**src/sv/camr_pkg.sv**
```systemverilog
`default_nettype none
// ----------------------------------------------------------------------------
// camr_pkg
// shared types and codes for the addressing mode resolver
// ----------------------------------------------------------------------------
package camr_pkg;

    // addressing mode codes (codes above AM_ZERO_PAGE_Y behave as implied)
    localparam logic [3:0] AM_ACCUM        = 4'd0;
    localparam logic [3:0] AM_ABSOLUTE     = 4'd1;
    localparam logic [3:0] AM_ABSOLUTE_X   = 4'd2;
    localparam logic [3:0] AM_ABSOLUTE_Y   = 4'd3;
    localparam logic [3:0] AM_IMMEDIATE    = 4'd4;
    localparam logic [3:0] AM_IMPLIED      = 4'd5;
    localparam logic [3:0] AM_INDIRECT     = 4'd6;
    localparam logic [3:0] AM_PRE_INDEXED  = 4'd7;
    localparam logic [3:0] AM_POST_INDEXED = 4'd8;
    localparam logic [3:0] AM_RELATIVE     = 4'd9;
    localparam logic [3:0] AM_ZERO_PAGE    = 4'd10;
    localparam logic [3:0] AM_ZERO_PAGE_X  = 4'd11;
    localparam logic [3:0] AM_ZERO_PAGE_Y  = 4'd12;

    // argument kind codes
    localparam logic [1:0] KIND_NONE = 2'd0;
    localparam logic [1:0] KIND_BYTE = 2'd1;
    localparam logic [1:0] KIND_ADDR = 2'd2;

    // extra cycles charged per mode group
    localparam logic [2:0] CYC_NONE = 3'd0;
    localparam logic [2:0] CYC_IMM  = 3'd1;
    localparam logic [2:0] CYC_ZP   = 3'd2;
    localparam logic [2:0] CYC_ABS  = 3'd3;
    localparam logic [2:0] CYC_ZPTR = 3'd5;
    localparam logic [2:0] CYC_IND  = 3'd7;

    // decoded controls for one transaction
    typedef struct packed {
        logic [1:0] kind;
        logic [1:0] nbytes;
        logic [2:0] cyc;
        logic       pused;
        logic       zp_wrap;   // effective address stays in page zero
        logic       ptr_carry; // second pointer byte may cross a page
        logic       cin;       // carry into the address adder
    } t_ctrl;

    // decode stage contents
    typedef struct packed {
        t_ctrl       ctrl;
        logic [15:0] op_a;
        logic [15:0] op_b;
        logic [15:0] pbase;
        logic [15:0] pc;
    } t_s1;

    // address stage contents
    typedef struct packed {
        logic [1:0]  kind;
        logic [1:0]  nbytes;
        logic [2:0]  cyc;
        logic        pused;
        logic [15:0] addr;
        logic [15:0] next_pc;
        logic [15:0] paddr;
        logic [15:0] pnext;
    } t_s2;

endpackage : camr_pkg
`default_nettype wire

```
**src/sv/camr_decode.sv**
```systemverilog
`default_nettype none
// ----------------------------------------------------------------------------
// camr_decode
// mode decode and selection of the address adder operands
// ----------------------------------------------------------------------------
module camr_decode
    import camr_pkg::*;
(
    input  wire logic [3:0]  i_opcode,
    input  wire logic [7:0]  i_operand_lo,
    input  wire logic [7:0]  i_operand_hi,
    input  wire logic [7:0]  i_pointer_lo,
    input  wire logic [7:0]  i_pointer_hi,
    input  wire logic [7:0]  i_index_x,
    input  wire logic [7:0]  i_index_y,
    input  wire logic [7:0]  i_accumulator,
    input  wire logic [15:0] i_pc_in,
    output t_s1              o_s1
);

    logic [15:0] w_opnd16;
    logic [15:0] w_ptr16;
    logic [7:0]  w_zpx_ptr;

    assign w_opnd16  = {i_operand_hi, i_operand_lo};
    assign w_ptr16   = {i_pointer_hi, i_pointer_lo};
    assign w_zpx_ptr = i_operand_lo + i_index_x;

    always_comb begin
        o_s1      = '0;
        o_s1.pc   = i_pc_in;
        unique case (i_opcode)
            AM_ACCUM: begin
                o_s1.ctrl.kind = KIND_BYTE;
                o_s1.op_a      = {8'h00, i_accumulator};
            end
            AM_ABSOLUTE, AM_ABSOLUTE_X, AM_ABSOLUTE_Y: begin
                o_s1.ctrl.kind   = KIND_ADDR;
                o_s1.ctrl.nbytes = 2'd2;
                o_s1.ctrl.cyc    = CYC_ABS;
                o_s1.op_a        = w_opnd16;
                if (i_opcode == AM_ABSOLUTE_X) begin
                    o_s1.op_b = {8'h00, i_index_x};
                end else if (i_opcode == AM_ABSOLUTE_Y) begin
                    o_s1.op_b = {8'h00, i_index_y};
                end
            end
            AM_IMMEDIATE: begin
                o_s1.ctrl.kind   = KIND_BYTE;
                o_s1.ctrl.nbytes = 2'd1;
                o_s1.ctrl.cyc    = CYC_IMM;
                o_s1.op_a        = {8'h00, i_operand_lo};
            end
            AM_INDIRECT: begin
                o_s1.ctrl.kind      = KIND_ADDR;
                o_s1.ctrl.nbytes    = 2'd2;
                o_s1.ctrl.cyc       = CYC_IND;
                o_s1.ctrl.pused     = 1'b1;
                o_s1.ctrl.ptr_carry = 1'b1;
                o_s1.op_a           = w_ptr16;
                o_s1.pbase          = w_opnd16;
            end
            AM_PRE_INDEXED: begin
                o_s1.ctrl.kind   = KIND_ADDR;
                o_s1.ctrl.nbytes = 2'd1;
                o_s1.ctrl.cyc    = CYC_ZPTR;
                o_s1.ctrl.pused  = 1'b1;
                o_s1.op_a        = w_ptr16;
                o_s1.pbase       = {8'h00, w_zpx_ptr};
            end
            AM_POST_INDEXED: begin
                o_s1.ctrl.kind   = KIND_ADDR;
                o_s1.ctrl.nbytes = 2'd1;
                o_s1.ctrl.cyc    = CYC_ZPTR;
                o_s1.ctrl.pused  = 1'b1;
                o_s1.op_a        = w_ptr16;
                o_s1.op_b        = {8'h00, i_index_y};
                o_s1.pbase       = {8'h00, i_operand_lo};
            end
            AM_RELATIVE: begin
                // target is pc + 1 + sign-extended offset
                o_s1.ctrl.kind   = KIND_ADDR;
                o_s1.ctrl.nbytes = 2'd1;
                o_s1.ctrl.cyc    = CYC_IMM;
                o_s1.ctrl.cin    = 1'b1;
                o_s1.op_a        = i_pc_in;
                o_s1.op_b        = {{8{i_operand_lo[7]}}, i_operand_lo};
            end
            AM_ZERO_PAGE, AM_ZERO_PAGE_X, AM_ZERO_PAGE_Y: begin
                o_s1.ctrl.kind    = KIND_ADDR;
                o_s1.ctrl.nbytes  = 2'd1;
                o_s1.ctrl.cyc     = CYC_ZP;
                o_s1.ctrl.zp_wrap = 1'b1;
                o_s1.op_a         = {8'h00, i_operand_lo};
                if (i_opcode == AM_ZERO_PAGE_X) begin
                    o_s1.op_b = {8'h00, i_index_x};
                end else if (i_opcode == AM_ZERO_PAGE_Y) begin
                    o_s1.op_b = {8'h00, i_index_y};
                end
            end
            default: begin
                // implied and undefined codes: no argument
                o_s1.ctrl.kind = KIND_NONE;
            end
        endcase
    end

endmodule : camr_decode
`default_nettype wire

```
**src/sv/cpu_addressing_mode_resolver.sv**
```systemverilog
`default_nettype none
// ----------------------------------------------------------------------------
// cpu_addressing_mode_resolver
// resolves one 8-bit cpu addressing mode per transaction
// ----------------------------------------------------------------------------
// usage
//   input channel i_valid / o_ready carries the mode, operand bytes, pointer
//   bytes, x, y, a and the operand pc; output channel o_valid / i_ready
//   carries the resolved argument, operand length, next pc, pointer
//   addresses and extra cycle count
//   three register stages: decode, address add, output format; a
//   transaction accepted at the input is registered in the decode, address
//   and output stages in that order before it reaches the outputs
//   throughput is one transaction per cycle, since every stage can load at
//   every edge; only receiver back-pressure slows it
//   each stage holds its data while the next one is full, so a stalled
//   receiver fills the pipe; o_ready falls only when all three stages hold
//   a transaction and i_ready is low
//   reset empties all stages; the block keeps no other state and has no
//   configuration
// ----------------------------------------------------------------------------
module cpu_addressing_mode_resolver
    import camr_pkg::*;
(
    input  wire logic        i_clk,
    input  wire logic        i_rst_n,
    // input channel
    input  wire logic        i_valid,
    output logic             o_ready,
    input  wire logic [3:0]  i_opcode,
    input  wire logic [7:0]  i_operand_lo,
    input  wire logic [7:0]  i_operand_hi,
    input  wire logic [7:0]  i_pointer_lo,
    input  wire logic [7:0]  i_pointer_hi,
    input  wire logic [7:0]  i_index_x,
    input  wire logic [7:0]  i_index_y,
    input  wire logic [7:0]  i_accumulator,
    input  wire logic [15:0] i_pc_in,
    // output channel
    output logic             o_valid,
    input  wire logic        i_ready,
    output logic [7:0]       o_arg_lo,
    output logic [7:0]       o_arg_hi,
    output logic [1:0]       o_arg_kind,
    output logic [1:0]       o_operand_bytes,
    output logic [15:0]      o_next_pc,
    output logic [15:0]      o_pointer_addr,
    output logic [15:0]      o_pointer_next_addr,
    output logic             o_pointer_used,
    output logic [2:0]       o_cycles_added
);

    // stage valid bits
    logic r_v1, r_v2, r_v3;
    // per-stage load enables: a stage may load when empty or draining
    logic w_en1, w_en2, w_en3;

    t_s1 w_s1;
    t_s1 r_s1;
    t_s2 n_s2;
    t_s2 r_s2;

    // output register
    logic [7:0]  r_arg_lo,  n_arg_lo;
    logic [7:0]  r_arg_hi,  n_arg_hi;
    logic [1:0]  r_kind;
    logic [1:0]  r_nbytes;
    logic [15:0] r_next_pc;
    logic [15:0] r_paddr;
    logic [15:0] r_pnext;
    logic        r_pused;
    logic [2:0]  r_cyc;

    assign w_en3   = ~r_v3 | i_ready;
    assign w_en2   = ~r_v2 | w_en3;
    assign w_en1   = ~r_v1 | w_en2;
    assign o_ready = w_en1;

    // stage 1: mode decode and operand selection
    camr_decode u_decode (
        .i_opcode      (i_opcode),
        .i_operand_lo  (i_operand_lo),
        .i_operand_hi  (i_operand_hi),
        .i_pointer_lo  (i_pointer_lo),
        .i_pointer_hi  (i_pointer_hi),
        .i_index_x     (i_index_x),
        .i_index_y     (i_index_y),
        .i_accumulator (i_accumulator),
        .i_pc_in       (i_pc_in),
        .o_s1          (w_s1)
    );

    // stage 2: 16-bit address add, pointer increment, next pc
    always_comb begin
        n_s2.kind    = r_s1.ctrl.kind;
        n_s2.nbytes  = r_s1.ctrl.nbytes;
        n_s2.cyc     = r_s1.ctrl.cyc;
        n_s2.pused   = r_s1.ctrl.pused;
        n_s2.addr    = r_s1.op_a + r_s1.op_b + {15'd0, r_s1.ctrl.cin};
        // zero-page indexing wraps at 8 bits
        if (r_s1.ctrl.zp_wrap) begin
            n_s2.addr[15:8] = 8'h00;
        end
        n_s2.next_pc = r_s1.pc + {14'd0, r_s1.ctrl.nbytes};
        n_s2.paddr   = r_s1.pbase;
        // indirect jump carries across pages, zero-page pointers stay in page zero
        if (!r_s1.ctrl.pused) begin
            n_s2.pnext = 16'd0;
        end else if (r_s1.ctrl.ptr_carry) begin
            n_s2.pnext = r_s1.pbase + 16'd1;
        end else begin
            n_s2.pnext = {8'h00, r_s1.pbase[7:0] + 8'd1};
        end
    end

    // stage 3: clear unused argument bytes
    always_comb begin
        n_arg_lo = (r_s2.kind == KIND_NONE) ? 8'h00 : r_s2.addr[7:0];
        n_arg_hi = (r_s2.kind == KIND_ADDR) ? r_s2.addr[15:8] : 8'h00;
    end

    always_ff @(posedge i_clk) begin
        if (!i_rst_n) begin
            r_v1 <= 1'b0;
            r_v2 <= 1'b0;
            r_v3 <= 1'b0;
        end else begin
            if (w_en1) begin
                r_v1 <= i_valid;
            end
            if (w_en2) begin
                r_v2 <= r_v1;
            end
            if (w_en3) begin
                r_v3 <= r_v2;
            end
        end
    end

    always_ff @(posedge i_clk) begin
        if (w_en1) begin
            r_s1 <= w_s1;
        end
        if (w_en2) begin
            r_s2 <= n_s2;
        end
        if (w_en3) begin
            r_arg_lo  <= n_arg_lo;
            r_arg_hi  <= n_arg_hi;
            r_kind    <= r_s2.kind;
            r_nbytes  <= r_s2.nbytes;
            r_next_pc <= r_s2.next_pc;
            r_paddr   <= r_s2.paddr;
            r_pnext   <= r_s2.pnext;
            r_pused   <= r_s2.pused;
            r_cyc     <= r_s2.cyc;
        end
    end

    assign o_valid             = r_v3;
    assign o_arg_lo            = r_arg_lo;
    assign o_arg_hi            = r_arg_hi;
    assign o_arg_kind          = r_kind;
    assign o_operand_bytes     = r_nbytes;
    assign o_next_pc           = r_next_pc;
    assign o_pointer_addr      = r_paddr;
    assign o_pointer_next_addr = r_pnext;
    assign o_pointer_used      = r_pused;
    assign o_cycles_added      = r_cyc;

    // a full pipe with a stalled receiver must refuse new transactions
    a_full_stall: assert property (@(posedge i_clk) disable iff (!i_rst_n)
        (r_v1 && r_v2 && r_v3 && !i_ready) |-> !o_ready)
        else $error("input accepted while pipeline full and stalled");

    // a stalled stage 2 transaction must not overwrite the waiting output
    a_out_hold: assert property (@(posedge i_clk) disable iff (!i_rst_n)
        (o_valid && !i_ready) |=> (o_valid && $stable(o_next_pc) && $stable(o_arg_lo)))
        else $error("waiting result changed under stall");

    // pointer modes always resolve to an address
    a_ptr_kind: assert property (@(posedge i_clk) disable iff (!i_rst_n)
        (o_valid && o_pointer_used) |-> (o_arg_kind == KIND_ADDR))
        else $error("pointer mode without address result");

    // unused pointer addresses and an unused high argument byte read as zero
    a_unused_zero: assert property (@(posedge i_clk) disable iff (!i_rst_n)
        o_valid |-> ((o_pointer_used || (o_pointer_addr == 16'd0 &&
                      o_pointer_next_addr == 16'd0)) &&
                     (o_arg_kind == KIND_ADDR || o_arg_hi == 8'h00)))
        else $error("unused result field not cleared");

endmodule : cpu_addressing_mode_resolver
`default_nettype wire

```
**config.mk**
```make
export PLATFORM = sky130hd
export DESIGN_NAME = cpu_addressing_mode_resolver
export DESIGN_NICKNAME = d
export VERILOG_FILES = /design/src/sv/camr_pkg.sv /design/src/sv/camr_decode.sv /design/src/sv/cpu_addressing_mode_resolver.sv
export SDC_FILE = /design/constraint.sdc
export NUM_CORES = 1
export LEC_CHECK = 0
export BUFFER_PORTS_ARGS = -buffer_cell sky130_fd_sc_hd__buf_2
export CORE_MARGIN = 2
export CORE_UTILIZATION = 56
export DETAILED_ROUTE_END_ITERATION = 12
export MAX_ROUTING_LAYER = met4
export PLACE_DENSITY = 0.79
export SLEW_MARGIN = 10
export SYNTH_ARGS = -nofsm -noshare
export SYNTH_HDL_FRONTEND = slang
export SYNTH_SLANG_ARGS = --single-unit
export TNS_END_PERCENT = 30
```
**constraint.sdc**
```tcl
create_clock -name i_clk -period 4.01 [get_ports i_clk]
set_input_delay 0.2005 -clock i_clk [delete_from_list [all_inputs] [get_ports i_clk]]
set_output_delay 0.2005 -clock i_clk [all_outputs]
set_load 0.05 [all_outputs]
```
Word-level counts from Yosys, hierarchy flattened
Index checks and enable logic that the tools add are counted.
Widths: inputs -> output; s select.
{"block": "totals", "latch_bits": 0, "wordCells": 82, "romBits": 0, "mem_count": 0, "ram_bits": 0, "register_bits": 222}
{"block": "classes", "n_lt_le_gt_ge": 0, "bitwise_logic": 6, "mux": 14, "reduce_logical": 11, "add_sub_neg": 6, "div": 0, "mul": 0, "shift": 0, "n_eq_ne": 12}
{"operator": "$pmux 16 s5", "n": 1}
{"operator": "$pmux 16 s4", "n": 1}
{"operator": "$pmux 16 s3", "n": 1}
{"operator": "$mux 8", "n": 5}
{"operator": "$pmux 5 s5", "n": 1}
{"operator": "$eq 4x4->1 const B", "n": 5}
{"operator": "$add 16x1->16", "n": 1}
{"operator": "$add 16x1->16 const B", "n": 1}
{"operator": "$add 16x16->16", "n": 1}
{"operator": "$add 16x2->16", "n": 1}
{"operator": "$eq 4x3->1 const B", "n": 3}
{"operator": "$reduce_or 10->1", "n": 1}
{"operator": "$reduce_or 3->1", "n": 3}
{"operator": "$add 8x1->8 const B", "n": 1}
{"operator": "$add 8x8->8", "n": 1}
{"operator": "$eq 4x2->1 const B", "n": 2}
{"operator": "$reduce_or 2->1", "n": 3}
{"operator": "$eq 4x1->1 const B", "n": 1}
{"operator": "$logic_not 4->1", "n": 1}
{"operator": "$mux 1", "n": 4}
{"operator": "$pmux 2 s2", "n": 1}
{"operator": "$reduce_or 4->1", "n": 1}
{"operator": "$not 1->1", "n": 3}
{"operator": "$or 1x1->1", "n": 3}
{"operator": "other kinds (3)", "n": 3}

Logic depth before layout (Yosys ltp)
Gate-level depths: netlist of run 1.
{"block": "logic_depth", "depth_word": 4, "mapped_depth": 9, "mapped_depth_nobuf": 9}

By module
A second synthesis of run 1 with hierarchy kept.
{"block": "hier_totals", "hier_cells": 683, "hier_area_um2": 9726.8}
{"module": "cpu_addressing_mode_resolver", "seq_area_each_um2": 6636.4, "n_inst": 1, "area_each_um2": 8225.4, "cells_each": 452}
{"module": "camr_decode", "seq_area_each_um2": 0.0, "n_inst": 1, "area_each_um2": 1501.4, "cells_each": 231}

Least setup slack after synthesis of run 1
Ideal clock, no wire load.
{"block": "synth_path", "path_type": "register -> register", "start": "register r_v3, in the netlist o_valid", "end": "register r_s1, in the netlist n_s2[16], enable pin", "synth_period_minus_slack_ns": 3.898, "stages_incl_launch_ff": 3, "t_arrival_ns": 2.861, "path_slack_ns": 0.112, "setup_time_ns": 1.037, "required_ns": 2.973, "n_path_buf": 0, "cell_sequence": "dfxtp_1 -> nor2b_1 -> nand3_1"}
{"block": "synth_via", "elab_chain_len": 4}
{"item": "from (decl)", "line": "cpu_addressing_mode_resolver.sv:54", "source": "logic r_v1, r_v2, r_v3;"}
{"item": "from (signal assigned)", "line": "cpu_addressing_mode_resolver.sv:135", "source": "r_v3 <= r_v2;"}
{"item": "$not 1->1", "line": "cpu_addressing_mode_resolver.sv:74", "source": "assign w_en3 = ~r_v3 | i_ready;"}
{"item": "$or 1x1->1", "line": "cpu_addressing_mode_resolver.sv:74"}
{"item": "$or 1x1->1", "line": "cpu_addressing_mode_resolver.sv:75", "source": "assign w_en2 = ~r_v2 | w_en3;"}
{"item": "$or 1x1->1", "line": "cpu_addressing_mode_resolver.sv:76", "source": "assign w_en1 = ~r_v1 | w_en2;"}
{"item": "net o_ready", "line": "cpu_addressing_mode_resolver.sv:29", "source": "output logic o_ready,"}
{"item": "to (signal assigned)", "line": "cpu_addressing_mode_resolver.sv:142", "source": "r_s1 <= w_s1;"}
{"item": "to (decl)", "line": "cpu_addressing_mode_resolver.sv:59", "source": "t_s1 r_s1;"}
The timed path passes the listed nets, and every way through them passes these cells.
A chain may end at the register's enable or synchronous reset.

Worst setup path after layout of run 1
{"block": "layout_path", "start": "register r_s1[32] (netlist bit)", "end": "register r_s2[58] (netlist bit) (data pin)"}
{"block": "layout_via", "elab_chain_len": 2}
{"item": "$add 16x16->16", "line": "cpu_addressing_mode_resolver.sv:99", "source": "n_s2.addr = r_s1.op_a + r_s1.op_b + {15'd0, r_s1.ctrl.cin};"}
{"item": "$add 16x1->16", "line": "cpu_addressing_mode_resolver.sv:99"}
{"item": "to (signal assigned)", "line": "cpu_addressing_mode_resolver.sv:145", "source": "r_s2 <= n_s2;"}
{"item": "to (decl)", "line": "cpu_addressing_mode_resolver.sv:61", "source": "t_s2 r_s2;"}
No other way between the ends.

==> results of run 1 <==
==> kinds of logic (layout without fill, tap and decap cells) <==
logic type	Yosys count	in the layout
flip-flops	215	215
multiplexers	5	5
adder cells (fa/ha/maj)	28	28
AO/OA/AOI/OAI	114	114
AND/OR/NAND/NOR	183	183
other	0	3
buffers and inverters	38	242
XOR/XNOR	47	47
==> worst min-delay path by stage <==
stage,startpoint,end,depth (start not counted)
floorplan,i_pc_in[0],r_s1[0],0
global placement,n_s2[70],r_s2[70],0
detailed placement,r_s2[33],o_next_pc[1],0
CTS,i_pointer_lo[7],r_s1[55],3
global route,i_pointer_lo[7],r_s1[55],3
finish,i_pointer_lo[7],r_s1[55],3
==> metal layers <==
layer,global-route usage [%],vias to the layer above
met5,-,-
met4,7.05,0
met3,3.77,43
met2,39.5,276
met1,32.7,2839
li1,-,2774
==> final cells by class <==
class                   instances  area (um^2)  area share [%]
diodes                          3         7.51          0.0674
well taps                     216          270            2.43
multi-input cells             377         2610            23.4
clock buffers                  25          583            5.23
clock inverters                11         98.8           0.887
inverters                      23         86.3           0.775
flip-flops and latches        215         6430            57.7
repair buffers                183         1060            9.48
==> sequential cells by signal, summed over array words and instances, names as in the netlist, 8 cells and up <==
name	flops
o_next_pc	16
n_s2	24
r_s2	72
o_pointer_next_addr	16
o_pointer_addr	16
o_arg_hi	8
o_arg_lo	8
r_s1	44
==> worst max-delay path, stage by stage, from the launching register on <==
cell	delay, ns
edfxtp_1	0.40
fa_1	0.49
fa_1	0.44
a211oi_1	0.33
o21ai_1	0.17
a21boi_0	0.34
o21ai_0	0.16
xnor2_1	0.15
nor2_1	0.05
==> power by group through the flow <==
stage | Combinational [mW] | Sequential (mW) | Clock (mW)
after global placement | 0.653 | 2.76 | 0
after CTS | 0.685 | 2.72 | 1.97
after global routing | 0.734 | 2.74 | 2.07
final | 0.685 | 2.72 | 1.94
after floorplan | 0.241 | 2.99 | 0
after detailed placement | 0.664 | 2.77 | 0
==> cell usage in the layout, fill, tap and decap left out, types with 5 or more instances in the layout <==
cell type      instances
inv_1                 22
and2_1                18
o21ai_0               23
nand2_1               36
ha_1                  24
a21oi_1               24
and3_1                16
nor2b_1               16
edfxtp_1             212
nand3_1               14
nand4_1                8
xnor2_1               28
nor3_1                 5
nor2_1                50
dlygate4sd3_1         26
a22oi_1               10
clkinv_1               5
xor2_1                19
clkbuf_16             23
mux2i_1                5
buf_2                153
a21o_1                 6
a222oi_1              16
==> flow_summary.ini, run 1 <==
[global_route]
grt_max_degree = 73
grt_util_all_layers_pct = 24.5
antenna_found_initial = 3
grt_overflow_total = 0
grt_pass1_wl_mm = 32.1
grt_pass1_vias = 5980

[synthesis]
yosys_warnings = 0
yosys.area_share.simple_pct = 10.2
synth.area.top_cells = edfxtp_1 69%, ha_1 3.3%, xnor2_1 2.7%
ys_ff_latch = 215
synth_top_cell_by_area = edfxtp_1
synth-adder-area-share_pct = 4.13
synth_common_cells = 212 x edfxtp_1, 50 x nor2_1, 37 x nand2_1
synth_edf_count = 212
yosysMostFrequentCell = edfxtp_1
syn_area_mm2 = 0.00920
yosys.area.top_type_share_pct = 69.2
yosysSeqAreaShare_pct = 69.8
synth-xor-area-share_pct = 4.47
synth_top_family_by_area = simple AND/OR/NAND/NOR gates
synth_area_per_cell_um2 = 14.6
synth-compound-area-share_pct = 8.84
synth_mux_area_share_pct = 0.544
synth_nets = 738
ys_types = 63
synthFlopType = edfxtp_1
async_reset_ff_share_pct = 0
synthCells = 630

[sta]
hold_violations = 0
finalCriticalPeriod_ns = 2.78
rsz0062_at_grt = false
fmax_mhz = 360
fin_crit_sh_pct = 69.4
finalSetupViolations = 0
fin_ws_ns = 1.23
tns_ns = 0
worstMarginPinSlew_ns = 0.898
slew_headroom_pct = 39.9
hold_ws_ns = 0.0208
finalMaxSlewViolations = 0
fin_worst_skew_ns = 0.00849

[routing]
drtAntennaViolNets = 0
top_layer = met4
wl_met2_mm = 9.93
drc = 0
wl_per_cell_um = 19.6
wl_met3_mm = 1.65
drtIter0Drc = 473
routed_wl_mm = 20.7
vias = 5932
drt-met1-wl_mm = 8.55
dr.pass1.iters = 6
vias_per_cell = 5.63

[pwr]
swShare_pct = 24.6
p_switching_mw = 1.31
powerDensity_mw_per_mm2 = 480
pwr-share-clk_pct = 36.2
p_leak_nw = 4.80
p_total_mw = 5.34
p_int_mw = 4.03
combPwrFrac_pct = 12.8
pwr-share-seq_pct = 51.0
vdd_drop_max_uv = 376

[setup_path]
rr_endpoint = r_s2[58]
r2r-start = r_s1[32]
cp_max_fo = 3
startpoint = r_s1[32]
worstPathRequired_ns = 4.25
crit_end = r_s2[58]
start_kind = flip-flop
critPathKind = flip-flop to flip-flop
cp.arrival_ns = 3.02
r2r_slack_ns = 1.23
worst_setup_path_end_kind = flip-flop
r2r_cells = 8

[clock_tree]
clock_path_buffers = 3
cts_buffers = 22
path_clk_slew_ns = 0.06
cts_root_buf = clkbuf_16
htree_levels = 1
cts_tree = built
cts-resized-gates = 0
cts_sinks = 215
worstSkewPairLatency_ns = 0.49
postCtsHoldBufs = 26
cts_setup_buffers = 0

[die]
coreArea_mm2 = 0.0160
io_pins = 154
dieArea_mm2 = 0.0175
rows = 46
start_util_pct = 57.5
die_w_um = 132
die_y_um = 132

[place]
pre_cts_ws_ns = 1.24
dp_cells = 988
place.gp.congestion = 0.921
portBuffers = 153
place_area_mm2 = 0.0102
hpwl_mm = 14.8

[finish]
drive_above_1_share_pct = 24.9
utilization_pct = 69.6
fin_area_mm2 = 0.0111
area_growth_pct = 21.0
layout.cells.non_filler = 1053
fill_cells = 1133
final_nets = 930

[run]
max_cap_viol_count = 0

[run_status]
status = complete, no violations

[min_path]
min_path_type = input port to flip-flop
No activity file was read; power rests on OpenSTA's default activity.
==> inputs of run 2 (changes only) <==
CORE_UTILIZATION = 51   (was 56)
PLACE_DENSITY = 0.76   (was 0.79)
clock period = 2.35 ns   (was 4.01 ns; I/O delays follow)
==> run 2 against run 1 <==
Net effect:
- the run now ends with setup timing left
- setup slack got worse by 1.2 ns
- sequential power is 71% higher
- register-to-register slack worse by 1.2 ns
- die area increased by 9.5%
- global-route usage decreased by 2.6 points
- critical path type unchanged
- largest cell class unchanged
==> flow_summary.ini, run 2 (same netlist as run 1, synthesis figures left out) <==
[run]
max_cap_viol_count = 0

[finish]
layout_common_cells = 212 x edfxtp_1, 153 x buf_2, 59 x dlygate4sd3_1
regMostFlops = r_s2
fin_area_mm2 = 0.0118
final_nets = 978
largest_reg_flops = 72
final_common_cell = edfxtp_1
area_growth_pct = 27.7
drive_above_1_share_pct = 27.1

[routing]
routed_wl_mm = 20.7
drtIter0Drc = 433
dr.pass1.iters = 6
wl_per_cell_um = 18.5
drc = 0
vias_per_cell = 5.44
drtAntennaViolNets = 0
vias = 6073

[setup_path]
critPathKind = flip-flop to flip-flop
cp.arrival_ns = 2.60
r2r_slack_ns = -0.001
crit_end = r_s2[62]
rr_endpoint = r_s2[62]
r2r_cells = 8
startpoint = r_s1[32]
r2r-start = r_s1[32]
worstPathRequired_ns = 2.60
start_kind = flip-flop
worst_setup_path_end_kind = flip-flop
cp_max_fo = 2

[clock_tree]
cts_sinks = 215
cts_tree = built
path_clk_slew_ns = 0.06
cts_buffers = 23
htree_levels = 1
clock_path_buffers = 3
worstSkewPairLatency_ns = 0.50
cts_root_buf = clkbuf_16

[sta]
finalSetupViolations = 1
slew_headroom_pct = 44.9
hold_ws_ns = 0.0140
hold_violations = 0
fin_worst_skew_ns = 0.0112
fmax_mhz = 425
finalCriticalPeriod_ns = 2.35
worstMarginPinSlew_ns = 0.819
fin_crit_sh_pct = 100
finalMaxSlewViolations = 0
fin_ws_ns = -0.00122
rsz0062_at_grt = true

[die]
io_pins = 154
die_w_um = 138
coreArea_mm2 = 0.0178
rows = 49
die_y_um = 138
start_util_pct = 51.6
dieArea_mm2 = 0.0191

[global_route]
use_met2_pct = 34.7
grt_max_degree = 71
grt_overflow_total = 0
grt_util_met3_pct = 3.78
grt_pass1_wl_mm = 31.9
grt.busiest_layer = met2
grtUsageMet1_pct = 28.6
grt_pass1_vias = 6104
antenna_found_initial = 1
grt_util_all_layers_pct = 21.9

[place]
pre_cts_ws_ns = -0.334
place_area_mm2 = 0.0103
place.gp.congestion = 0.936
hpwl_mm = 14.7
portBuffers = 153

[run_status]
violations = setup timing
status = finished with violations

[min_path]
hold_depth = 3
min_path_type = input port to flip-flop

[pwr]
vdd_drop_max_uv = 611
powerDensity_mw_per_mm2 = 804
combPwrFrac_pct = 13.4
pwr-share-seq_pct = 49.2
p_leak_nw = 5.05
p_int_mw = 7.12
swShare_pct = 24.7
p_switching_mw = 2.33
pwr-share-clk_pct = 37.4
## run 2: cell types whose count changed in the layout (fill, tap and decap cells not counted), moves of 3 or more
| cell | change |
|---|---|
| buf_12 | +3 |
| buf_4 | +10 |
| clkbuf_8 | +4 |
| clkinv_1 | -3 |
| dlygate4sd3_1 | +33 |
| ha_1 | -3 |
| ha_2 | +3 |
## run 2: layer usage
layer	vias up	part of all wire [%]
met5	-	0
li1	2867	-
met1	2892	41
met2	266	48
met3	48	7.6
met4	0	3.3
## run 2: through the flow
stage	utilization [%]	setup TNS, ns	power [mW]	cells
finish	65.9	-0.00122	9.45	1116
global route	65.9	-0.282	9.82	1116
CTS	65.5	0	9.51	1112
detailed placement	58.0	-1.24	5.88	1015
global placement	58.0	-1.06	5.85	1015
floorplan	-	-17.42	5.51	630
## run 2: how the worst min path moves through the flow
stage | startpoint | slack [ns] | to
final | i_accumulator[0] | 0.01 | r_s1[48]
after global routing | i_operand_hi[3] | 0.004 | n_s2[27]
after CTS | i_operand_lo[4] | 0.002 | n_s2[20]
after detailed placement | i_pc_in[13] | 0.33 | r_s1[13]
after global placement | i_pc_in[13] | 0.32 | r_s1[13]
after floorplan | i_pc_in[0] | 0.22 | r_s1[0]
## run 2: what timing repair did
action | in CTS | in global routing
pin swaps | 4 | 3
hold buffers | 56 | 3
endpoints found under the hold margin | 43 | 3
gates resized for setup | 10 | 6
setup endpoints to repair | 6 | 8
setup buffers | 0 | 0
## run 2: layout make-up
class | count | area, um^2
diodes | 1 | 2.50
clock buffers | 31 | 646
clock inverters | 10 | 108
fillers | 1282 | 6090
inverters | 23 | 86.3
multi-input cells | 377 | 2660
flip-flops and latches | 215 | 6430
well taps | 229 | 287
repair buffers | 230 | 1530
## run 2: power by group through the flow
stage / clock, mW / combinational [mW] / sequential (mW)
6_report: 3.53 / 1.26 / 4.65
3_3_place_gp: 0 / 1.13 / 4.72
3_5_place_dp: 0 / 1.15 / 4.73
4_1_cts: 3.62 / 1.24 / 4.65
2_1_floorplan: 0 / 0.411 / 5.10
5_1_grt: 3.80 / 1.34 / 4.68
## run 2: critical path, cell delays in order (launching register included)
cell and delay, ns:
edfxtp_1 0.41, fa_2 0.43, fa_2 0.38, a211oi_4 0.24, o21ai_2 0.10, a31o_2 0.26, a21oi_2 0.11, xnor2_1 0.12
nor2_1 0.06
==> inputs of run 3 (changes only) <==
ABC_AREA = 1   (was not set)
==> run 3 against run 2 <==
Net effect:
- the run now ends clean
- count of clock-buffer cells in the layout shrank 2
- critical path type unchanged
- die area up 2.8%
- largest power group unchanged
- total power fell by 3.2%
- routed wire length rose by 2.7%
- clock skew up 0.0017 ns
- highest routed layer unchanged
==> flow_summary.ini, run 3 <==
[die]
die_w_um = 140
io_pins = 154
coreArea_mm2 = 0.0181
die_y_um = 140
start_util_pct = 52.4
rows = 49
dieArea_mm2 = 0.0197

[min_path]
min_path_type = input port to flip-flop
hold_start = i_accumulator[0]

[synthesis]
yosysMostFrequentCell = edfxtp_1
synth_top_cell_by_area = edfxtp_1
synthCells = 821
synth_common_cells = 212 x edfxtp_1, 200 x nand2_1, 116 x inv_1
synth_edf_count = 212
synth.area.top_cells = edfxtp_1 67%, nand2_1 7.9%, inv_1 4.6%
syn_area_mm2 = 0.00947
synth_area_per_cell_um2 = 11.5
yosys.area.top_type_share_pct = 67.2
yosys_warnings = 0
async_reset_ff_share_pct = 0
ys_types = 40
synth_nets = 929
yosysSeqAreaShare_pct = 67.9
ys_ff_latch = 215
synthFlopType = edfxtp_1

[run_status]
status = complete, no violations

[routing]
vias_per_cell = 5.07
wl_met3_mm = 1.33
drt-met1-wl_mm = 8.67
wl_met2_mm = 10.7
vias = 6637
top_layer = met4
drtIter0Drc = 547
dr.pass1.iters = 5
wl_per_cell_um = 16.2
drc = 0
routed_wl_mm = 21.3
drtAntennaViolNets = 0

[finish]
drive_above_1_share_pct = 21.4
final_common_cell = edfxtp_1
largest_reg_flops = 72
num_antenna_cells = 0
final_nets = 1174
fill_cells = 1317
regMostFlops = r_s2
area_growth_pct = 26.1
layout_common_cells = 212 x edfxtp_1, 198 x nand2_1, 153 x buf_2
layout.cells.non_filler = 1309

[setup_path]
r2r-start = r_s1[32]
cp_max_fo = 3
worstPathRequired_ns = 2.61
critPathKind = flip-flop to flip-flop
startpoint = r_s1[32]
start_kind = flip-flop
crit_path_top_delay_cell = fa_1
cp.arrival_ns = 2.39
crit_chain = fa_1 -> fa_2 -> nand2_1 -> nand2_1 -> nand3b_1 -> nand2_1 -> nand2_1 -> nand3_1 -> nand2_1 -> nor2_1
cpMostUsedCell = nand2_1
worst_setup_path_end_kind = flip-flop
crit_buf_inv = 0
critPathTopFamily = adder cells
slowest_delay_ns = 0.48

[global_route]
grt_max_degree = 74
grt_pass1_vias = 6619
antenna_found_initial = 0
grt_util_all_layers_pct = 22.3
grt_pass1_wl_mm = 33.3
grt_overflow_total = 0

[sta]
worstMarginPinSlew_ns = 0.944
finalSetupViolations = 0
hold_violations = 0
finalMaxSlewViolations = 0
fin_crit_sh_pct = 91.0
slew_headroom_pct = 37.0
fmax_mhz = 468
finalCriticalPeriod_ns = 2.14
hold_ws_ns = 0.0127
fin_worst_skew_ns = 0.0129
rsz0062_at_grt = false

[clock_tree]
cts_tree = built
cts_root_buf = clkbuf_16
worstSkewPairLatency_ns = 0.50
htree_levels = 1
cts_buffers = 22
cts_setup_buffers = 0
path_clk_slew_ns = 0.06
clock_path_buffers = 3
cts_sinks = 215

[place]
place.gp.congestion = 0.925
dp_cells = 1207
portBuffers = 153
hpwl_mm = 14.8

[pwr]
vdd_drop_max_uv = 399
powerDensity_mw_per_mm2 = 766
p_leak_nw = 5.47

[run]
max_cap_viol_count = 0
-- run 3: cell types whose count changed after synthesis, sizes merged, moves of 11 or more --
cell,before,now
xnor2,28,9
a22oi,11,0
nand3,17,32
nor2,51,90
o21ai,29,10
o211ai,2,13
and3,17,0
inv,23,123
a222oi,16,0
and2,18,1
nor2b,17,0
nand2,37,213
-- run 3: cell type report --
| class | count | area, um^2 | share of cell area, % |
|---|---|---|---|
| Tap cell | 229 | 287 | 2.40 |
| Timing Repair Buffer | 225 | 1530 | 12.8 |
| Clock buffer | 29 | 598 | 5.01 |
| Multi-Input combinational cell | 479 | 2570 | 21.5 |
| Clock inverter | 9 | 67.6 | 0.566 |
| Inverter | 123 | 465 | 3.90 |
| Sequential cell | 215 | 6430 | 53.8 |
-- run 3: cells by family after synthesis --
family                   after synthesis  synth area share (%)
AO/OA/AOI/OAI                         63                  4.07
XOR/XNOR                              23                  2.13
adder cells (fa/ha/maj)               28                  4.02
flip-flops                           215                  67.9
AND/OR/NAND/NOR                      365                  16.6
buffers and inverters                127                  5.33
-- run 3: final timing paths --
path | to | slack [ns] | cells after the start
hold reg to reg | o_pointer_addr[11] | 0.42 | 0
hold / removal | r_s1[48] | 0.01 | 3
setup / recovery | r_s2[62] | 0.21 | 10
setup reg to reg | r_s2[62] | 0.21 | 10
-- run 3: per-layer routing --
layer,GRT usage (%),vias to the layer above
met2,37.7,269
met1,28.1,3070
met5,-,-
met4,7.12,0
met3,3.15,43
li1,-,3255
-- run 3: power breakdown --
part / total (mW) / internal [mW] / switching [mW]
clock network: 3.24 / 1.89 / 1.35
logic: 1.24 / 0.385 / 0.852
registers: 4.67 / 4.55 / 0.121
total: 9.15 / 6.82 / 2.32
-- run 3: repair_timing --
| item | CTS | global route |
|---|---|---|
| gates resized for setup | 0 | 1 |
| setup endpoints to repair | 0 | 2 |
| hold buffers | 64 | 0 |
| hold endpoints to repair | 58 | 0 |
-- run 3: worst min-delay path: stages --
cell and delay, ns:
buf_2 0.08, nand2_1 0.04, nand4_1 0.14
-- run 3: per-stage QoR --
step | total power, mW | setup WS (ns) | cell area [um^2] | TNS, ns | util (%)
after floorplan | 5.51 | -0.0768 | 9500 | -5.71 | -
after global placement | 5.85 | 0.247 | 10600 | 0 | 58.8
after detailed placement | 5.87 | 0.176 | 10600 | 0 | 58.8
after CTS | 9.18 | 0.152 | 11900 | 0 | 66.0
after global routing | 9.48 | 0.0496 | 11900 | 0 | 66.0
final | 9.15 | 0.212 | 11900 | 0 | 66.0
